<file path="config.mk">
export PLATFORM = sky130hd
export DESIGN_NAME = fm_station_run_detector
export DESIGN_NICKNAME = d
export VERILOG_FILES = /design/src/rtl/fmsrd_pkg.sv /design/src/rtl/fmsrd_run.sv /design/src/rtl/fm_station_run_detector.sv
export SDC_FILE = /design/constraint.sdc
export NUM_CORES = 1
export LEC_CHECK = 0
export ABC_AREA = 1
export BUFFER_PORTS_ARGS = -buffer_cell sky130_fd_sc_hd__buf_2
export CAP_MARGIN = 10
export CORE_MARGIN = 1.5
export CORE_UTILIZATION = 40
export CTS_CLUSTER_DIAMETER = 120
export CTS_CLUSTER_SIZE = 40
export DETAILED_ROUTE_END_ITERATION = 16
export HOLD_SLACK_MARGIN = 0.12
export SETUP_SLACK_MARGIN = 0.05
export SLEW_MARGIN = 20
export SYNTH_ARGS = -nofsm -noshare
export SYNTH_HDL_FRONTEND = slang
export SYNTH_SLANG_ARGS = --single-unit
</file>
<file path="constraint.sdc">
create_clock -name clk_i -period 5.4 [get_ports clk_i]
set_input_delay 1.08 -clock clk_i [delete_from_list [all_inputs] [get_ports clk_i]]
set_output_delay 1.08 -clock clk_i [all_outputs]
set_load 0.01 [all_outputs]
</file>
<file path="src/rtl/fmsrd_pkg.sv">
// Types and constants shared by the FM station run detector.
// Word layouts, register map codes and run limits. No dependencies.
`default_nettype none

package fmsrd_pkg;

  localparam int unsigned FreqBits  = 22;
  localparam int unsigned LevelBits = 16;
  localparam int unsigned LenBits   = 3;
  localparam int unsigned RunMax    = 5;
  localparam int unsigned RunKeep   = 3;
  localparam int unsigned AddrBits  = 4;
  localparam int unsigned DataBits  = 32;

  // Register indexes (byte address = 4 * index)
  localparam logic [1:0] RegThreshold = 2'd0;
  localparam logic [1:0] RegBandLow   = 2'd1;
  localparam logic [1:0] RegBandHigh  = 2'd2;

  localparam logic [LevelBits-1:0] ThresholdReset = 16'd16384;
  localparam logic [FreqBits-1:0]  BandLowReset   = 22'd1392;
  localparam logic [FreqBits-1:0]  BandHighReset  = 22'd1728;

  typedef struct packed {
    logic [FreqBits-1:0]  sample_freq;
    logic [LevelBits-1:0] signal_level;
  } in_word_t;

  typedef struct packed {
    logic [FreqBits:0]    center_freq_x2;
    logic [LevelBits-1:0] station_strength;
    logic [LenBits-1:0]   run_length;
  } out_word_t;

  typedef struct packed {
    logic [LevelBits-1:0] strong_threshold;
    logic [FreqBits-1:0]  band_low_excl;
    logic [FreqBits-1:0]  band_high_excl;
  } cfg_t;

endpackage

`default_nettype wire

</file>
<file path="src/rtl/fmsrd_run.sv">
// Run tracker: counts strong samples, keeps the first three, picks the point.
// Depends on fmsrd_pkg.
`default_nettype none

module fmsrd_run
  import fmsrd_pkg::*;
(
  input  wire logic      clk_i,
  input  wire logic      rst_ni,
  input  wire logic      adv_i,
  input  wire in_word_t  word_i,
  input  wire cfg_t      cfg_i,
  output logic           hit_o,
  output out_word_t      res_o
);

  logic [LenBits-1:0]   count_q, count_d;
  logic [FreqBits-1:0]  freq_q  [RunKeep];
  logic [LevelBits-1:0] level_q [RunKeep];

  logic                 level_strong;
  logic                 in_band;
  logic [FreqBits:0]    fx2;
  logic [LevelBits:0]   lsum;
  logic [LevelBits-1:0] str;

  assign level_strong = word_i.signal_level > cfg_i.strong_threshold;

  always_comb begin
    fx2  = '0;
    lsum = '0;
    str  = '0;
    unique case (count_q)
      3'd1: begin
        fx2 = {freq_q[0], 1'b0};
        str = level_q[0];
      end
      3'd2: begin
        fx2  = {1'b0, freq_q[0]} + {1'b0, freq_q[1]};
        lsum = {1'b0, level_q[0]} + {1'b0, level_q[1]};
        str  = lsum[LevelBits:1];
      end
      3'd3: begin
        fx2 = {freq_q[1], 1'b0};
        str = level_q[1];
      end
      3'd4: begin
        fx2  = {1'b0, freq_q[1]} + {1'b0, freq_q[2]};
        lsum = {1'b0, level_q[1]} + {1'b0, level_q[2]};
        str  = lsum[LevelBits:1];
      end
      default: begin
        fx2 = {freq_q[2], 1'b0};
        str = level_q[2];
      end
    endcase
  end

  assign in_band = (fx2 > {cfg_i.band_low_excl, 1'b0}) &&
                   (fx2 < {cfg_i.band_high_excl, 1'b0});
  assign hit_o   = !level_strong && (count_q != '0) && in_band;

  assign res_o.center_freq_x2   = fx2;
  assign res_o.station_strength = str;
  assign res_o.run_length       = count_q;

  always_comb begin
    count_d = count_q;
    if (level_strong) begin
      if (count_q < LenBits'(RunMax)) count_d = count_q + LenBits'(1);
    end else begin
      count_d = '0;
    end
  end

  always_ff @(posedge clk_i or negedge rst_ni) begin
    if (!rst_ni) begin
      count_q <= '0;
    end else if (adv_i) begin
      count_q <= count_d;
    end
  end

  // keep only the first samples of a run
  always_ff @(posedge clk_i) begin
    if (adv_i && level_strong && (count_q < LenBits'(RunKeep))) begin
      freq_q[count_q[1:0]]  <= word_i.sample_freq;
      level_q[count_q[1:0]] <= word_i.signal_level;
    end
  end

endmodule

`default_nettype wire

</file>
<file path="src/rtl/fm_station_run_detector.sv">
// FM station run detector top level: handshakes, register file, result word.
// Depends on fmsrd_pkg and fmsrd_run.
//
//   channel   direction  handshake               word
//   in        sink       in_valid_i/in_stall_o   in_word_i  (in_word_t)
//   out       source     out_valid_o/out_stall_i out_word_o (out_word_t)
//   config    APB slave  psel/penable/pready     paddr, pwdata, prdata
//
// A word accepted into the input register passes the run update and point
// selection and, on a hit, is loaded into the result register. One word is
// accepted per cycle while the output is not stalled. Reset clears the run
// count, both valid flags and the registers to their defaults. A stall on the
// output holds the result word and, once the input register is full, stalls
// the input.
`default_nettype none

module fm_station_run_detector
  import fmsrd_pkg::*;
(
  input  wire logic                clk_i,
  input  wire logic                rst_ni,
  // sample words
  input  wire logic                in_valid_i,
  output logic                     in_stall_o,
  input  wire in_word_t            in_word_i,
  // station words
  output logic                     out_valid_o,
  input  wire logic                out_stall_i,
  output out_word_t                out_word_o,
  // configuration
  input  wire logic                psel,
  input  wire logic                penable,
  input  wire logic                pwrite,
  input  wire logic [AddrBits-1:0] paddr,
  input  wire logic [DataBits-1:0] pwdata,
  output logic [DataBits-1:0]      prdata,
  output logic                     pready
);

  cfg_t      cfg_q;
  logic      a_valid_q;
  in_word_t  a_word_q;
  logic      out_valid_q;
  out_word_t out_q;

  logic      out_free;
  logic      a_go;
  logic      in_take;
  logic      hit;
  out_word_t res;
  logic      cfg_wr;

  // ---------------------------------------------------------------------------
  // Register file
  // ---------------------------------------------------------------------------
  assign pready = 1'b1;
  assign cfg_wr = psel && penable && pwrite && pready;

  always_ff @(posedge clk_i or negedge rst_ni) begin
    if (!rst_ni) begin
      cfg_q.strong_threshold <= ThresholdReset;
      cfg_q.band_low_excl    <= BandLowReset;
      cfg_q.band_high_excl   <= BandHighReset;
    end else if (cfg_wr) begin
      unique case (paddr[3:2])
        RegThreshold: cfg_q.strong_threshold <= pwdata[LevelBits-1:0];
        RegBandLow:   cfg_q.band_low_excl    <= pwdata[FreqBits-1:0];
        RegBandHigh:  cfg_q.band_high_excl   <= pwdata[FreqBits-1:0];
        default: ;
      endcase
    end
  end

  always_comb begin
    unique case (paddr[3:2])
      RegThreshold: prdata = DataBits'(cfg_q.strong_threshold);
      RegBandLow:   prdata = DataBits'(cfg_q.band_low_excl);
      RegBandHigh:  prdata = DataBits'(cfg_q.band_high_excl);
      default:      prdata = '0;
    endcase
  end

  // ---------------------------------------------------------------------------
  // Flow control: advance the input register whenever the result register
  // can take a word, so a held result never blocks more than one sample.
  // ---------------------------------------------------------------------------
  assign out_free   = !out_valid_q || !out_stall_i;
  assign a_go       = a_valid_q && out_free;
  assign in_stall_o = a_valid_q && !out_free;
  assign in_take    = in_valid_i && !in_stall_o;

  always_ff @(posedge clk_i or negedge rst_ni) begin
    if (!rst_ni) begin
      a_valid_q <= 1'b0;
    end else if (in_take) begin
      a_valid_q <= 1'b1;
    end else if (a_go) begin
      a_valid_q <= 1'b0;
    end
  end

  always_ff @(posedge clk_i) begin
    if (in_take) a_word_q <= in_word_i;
  end

  // ---------------------------------------------------------------------------
  // Run tracking and point selection
  // ---------------------------------------------------------------------------
  fmsrd_run u_run (
    .clk_i  (clk_i),
    .rst_ni (rst_ni),
    .adv_i  (a_go),
    .word_i (a_word_q),
    .cfg_i  (cfg_q),
    .hit_o  (hit),
    .res_o  (res)
  );

  // ---------------------------------------------------------------------------
  // Result register: load on a hit, drop once taken downstream
  // ---------------------------------------------------------------------------
  always_ff @(posedge clk_i or negedge rst_ni) begin
    if (!rst_ni) begin
      out_valid_q <= 1'b0;
    end else if (out_free) begin
      out_valid_q <= a_go && hit;
    end
  end

  always_ff @(posedge clk_i) begin
    if (a_go && hit) out_q <= res;
  end

  assign out_valid_o = out_valid_q;
  assign out_word_o  = out_q;

`ifndef ASSERT_OFF
  a_len_range: assert property (@(posedge clk_i) disable iff (!rst_ni)
    out_valid_q |-> (out_q.run_length != '0) && (out_q.run_length <= LenBits'(RunMax)))
    else $error("result word with run length out of range");

  a_stall_needs_word: assert property (@(posedge clk_i) disable iff (!rst_ni)
    in_stall_o |-> a_valid_q && out_valid_q)
    else $error("input stalled with nothing held");

  a_blocked_stalls: assert property (@(posedge clk_i) disable iff (!rst_ni)
    (a_valid_q && out_valid_q && out_stall_i) |-> in_stall_o)
    else $error("input taken while result register is blocked");

  a_result_source: assert property (@(posedge clk_i) disable iff (!rst_ni)
    $rose(out_valid_q) |-> $past(a_valid_q))
    else $error("result word appeared without a sample in flight");
`endif

endmodule

`default_nettype wire
</file>
==> out/metrics.cfg <==
[yosys]
synth.distinct_cells=40
netlist_area_um2=13800
ys_ff_latch=259
ys.warnings.count=0
ys_async_sr_fraction_pct=25.1
synth_common_cells=435 x nand2_1, 194 x edfxtp_1, 169 x inv_1
synth_top_area_share_pct=42.2
synthTopCellsByArea=edfxtp_1 42%, nand2_1 12%, dfrtp_1 10%
synth_most_common_cell=nand2_1
avgSynthCellArea_um2=9.29
synth_top_cell_by_area=edfxtp_1
synthFlopType=edfxtp_1
netlist_instances=1485
yosysSeqAreaShare_pct=54.1
synth_edf_count=194

[power]
power_switching_mw=3.89
clock_power_share_pct=12.4
power_leakage_nw=6.83
pwr_density_cell_nw_per_um2=554
p_int_mw=4.67
switching_share_pct=45.5
vdd_drop_max_mv=0.295
power.share.combinational_pct=54.1
seq_power_share_pct=33.5

[floorplan]
io_pins=158
placementRows=67
die_w_um=189
core_region_area_um2=33800
die_y_um=189
start_util_pct=40.9
die_area_um2=35600

[detailed_routing]
drt_iter0_markers=807
antenna_left=0
dr.pass1.iters=5
wl_um=37600
routedWlPerCell_um=18.1
via_per_inst=5.26
drc_errors=0
vias=10900

[grt]
gr-total-overflow=0
grt_usage_pct=21.1
grt_max_degree=66
antenna_found_initial=1
grt_pass1_wl_um=58400
grt_pass1_vias=10500

[setup_path]
crit_top_cell=nand3_1
worst-path-max-fanout=34
cp_slowest_stage_delay_ns=0.48
critPathLaunchType=register
crit_slowest_cell=dfrtp_2
critPathKind=reg -> reg
worstRegToRegCells=28
arrival_ns=5.21
worst_setup_path_end_kind=register
crit_required_ns=5.61

[timing]
holdWs_ns=0.481
min_period_over_period_pct=92.7
layout_min_cycle_time_ns=5.01
worst_slew_pin_slew_ns=0.985
fin_setup_tns_ns=0
rsz0062_at_grt=no
hold_viol_final=0
drv_slew=0
slew_headroom_pct=34.2
setup_violations=0
clock.fmax_mhz=200
fin_worst_skew_ns=0.0250

[clocking]
h-tree-depth=1
cts_buffers=11
cts_tree=built
clock_latency_ns=0.51
ctsHoldBuffers=0
clock-sinks=259
clk_pin_slew_worst_paths_ns=0.13
root_buffer=clkbuf_16
clock_path_buffers=3

[final_layout]
nNetsFinal=1806
fillers=3271
layout-drive-gt1-share_pct=13.0
syn_to_final_growth_pct=11.9
final-seq-area_um2=7470
multi_input_area_um2=5510

[status]
outcome=complete, no violations

[worst_hold_path]
whs_path_depth=0
hold_class=reg -> reg

[placed_design]
place.port_buffers=134
place.gp.congestion=0.888
dpl.hpwl_um=27300

[job]
cap_violations=0

==> path summary, 6_finish.rpt <==
check | end | start | slack (ns)
min in group asynchronous | cfg_q[20]$_DFFE_PN0P_ | rst_ni | 0.75
max reg2reg | out_word_o[24]$_DFFE_PP_ | u_run.count_q[0]$_DFFE_PN0P_ | 0.39
max in group asynchronous | u_run.count_q[1]$_DFFE_PN0P_ | rst_ni | 4.03
max | out_word_o[24]$_DFFE_PP_ | u_run.count_q[0]$_DFFE_PN0P_ | 0.39
min reg2reg | u_run.freq_q[2][12]$_DFFE_PP_ | a_word_q[28]$_DFFE_PP_ | 0.48
min | u_run.freq_q[2][12]$_DFFE_PP_ | a_word_q[28]$_DFFE_PP_ | 0.48
==> sequential cells by signal (all words and copies together), names as in the netlist <==
register,flops
u_run.count_q,3
u_run.freq_q,66
a_valid_q,1
out_valid_o,1
u_run.level_q,48
out_word_o,42
cfg_q,60
a_word_q,38
==> metal layers <==
layer  global-route usage, %  up-vias  wire, um
li1                        -     5309         -
met1                    28.8     5214     16800
met2                    35.7      338     17900
met3                    2.27       45      1950
met4                    5.89        0       998
met5                       0        -         0
==> timing repair <==
action / 4_1_cts / 5_1_grt
hold endpoints to repair: 0 / 0
gates resized for setup: 0 / 5
setup buffers: 0 / 0
endpoints found under the setup margin: 0 / 42
==> cell families (layout without fill, tap and decap cells) <==
group / count (synthesis) / count (layout) / share of synthesized area, %
other: 2 / 12 / 0.0544
AOI/OAI and AO/OA: 259 / 259 / 10.8
buffers and inverters: 222 / 353 / 6.42
DFF: 259 / 259 / 54.1
adders and majority gates: 104 / 104 / 9.54
and+or+nand+nor: 639 / 639 / 19.1
==> final cells by class <==
| cell class | count | share of cell area, % |
|---|---|---|
| tap | 448 | 3.63 |
| multi-input combinational | 1013 | 35.7 |
| timing repair buffer | 163 | 5.91 |
| clock inverter | 5 | 0.429 |
| antenna | 1 | 0.0162 |
| sequential | 259 | 48.3 |
| inverter | 173 | 4.20 |
| clock buffer | 12 | 1.81 |
==> metrics by stage <==
step | setup slack [ns] | utilization, % | cell area [um^2] | power [mW] | std cells
5_1_grt | 0.0347 | 45.7 | 15400 | 9.29 | 2073
4_1_cts | 0.357 | 45.7 | 15400 | 8.58 | 2073
3_5_place_dp | 0.372 | 44.7 | 15100 | 7.50 | 2056
2_1_floorplan | 0.455 | - | 13800 | 5.89 | 1494
6_report | 0.395 | 45.7 | 15500 | 8.56 | 2074
3_3_place_gp | 0.462 | 44.7 | 15100 | 7.42 | 2056
==> layout by cell type, fill, tap and decap left out, types with 6 or more instances in the layout <==
cell       instances
nand4_1           26
dfstp_2           10
o221ai_1          15
buf_4             27
a21oi_1           92
nand3_1           66
ha_1             101
nor2_1            80
buf_2            134
dfrtp_1           53
a221oi_1          17
edfxtp_1         194
nand3b_1           7
o21ai_0          104
clkbuf_16         11
nand2_1          435
o22ai_1            6
or2_2              8
inv_1            167
conb_1            11
==> power by group through the flow <==
stage	Sequential, mW	Clock (mW)	Combinational (mW)
final	2.87	1.06	4.63
after global routing	2.91	1.15	5.23
after CTS	2.87	1.09	4.62
after detailed placement	2.91	0	4.59
after global placement	2.90	0	4.52
after floorplan	2.88	0	3.00
==> critical path, delay by kind of cell, from the launching register on <==
family,cells,cell delay [ns]
AND/OR/NAND/NOR,15,1.71
adder cells (fa/ha/maj),4,1.24
buffers and inverters,6,0.92
flip-flops,1,0.48
AO/OA/AOI/OAI,3,0.33
Power figures use the tool's default switching activity.
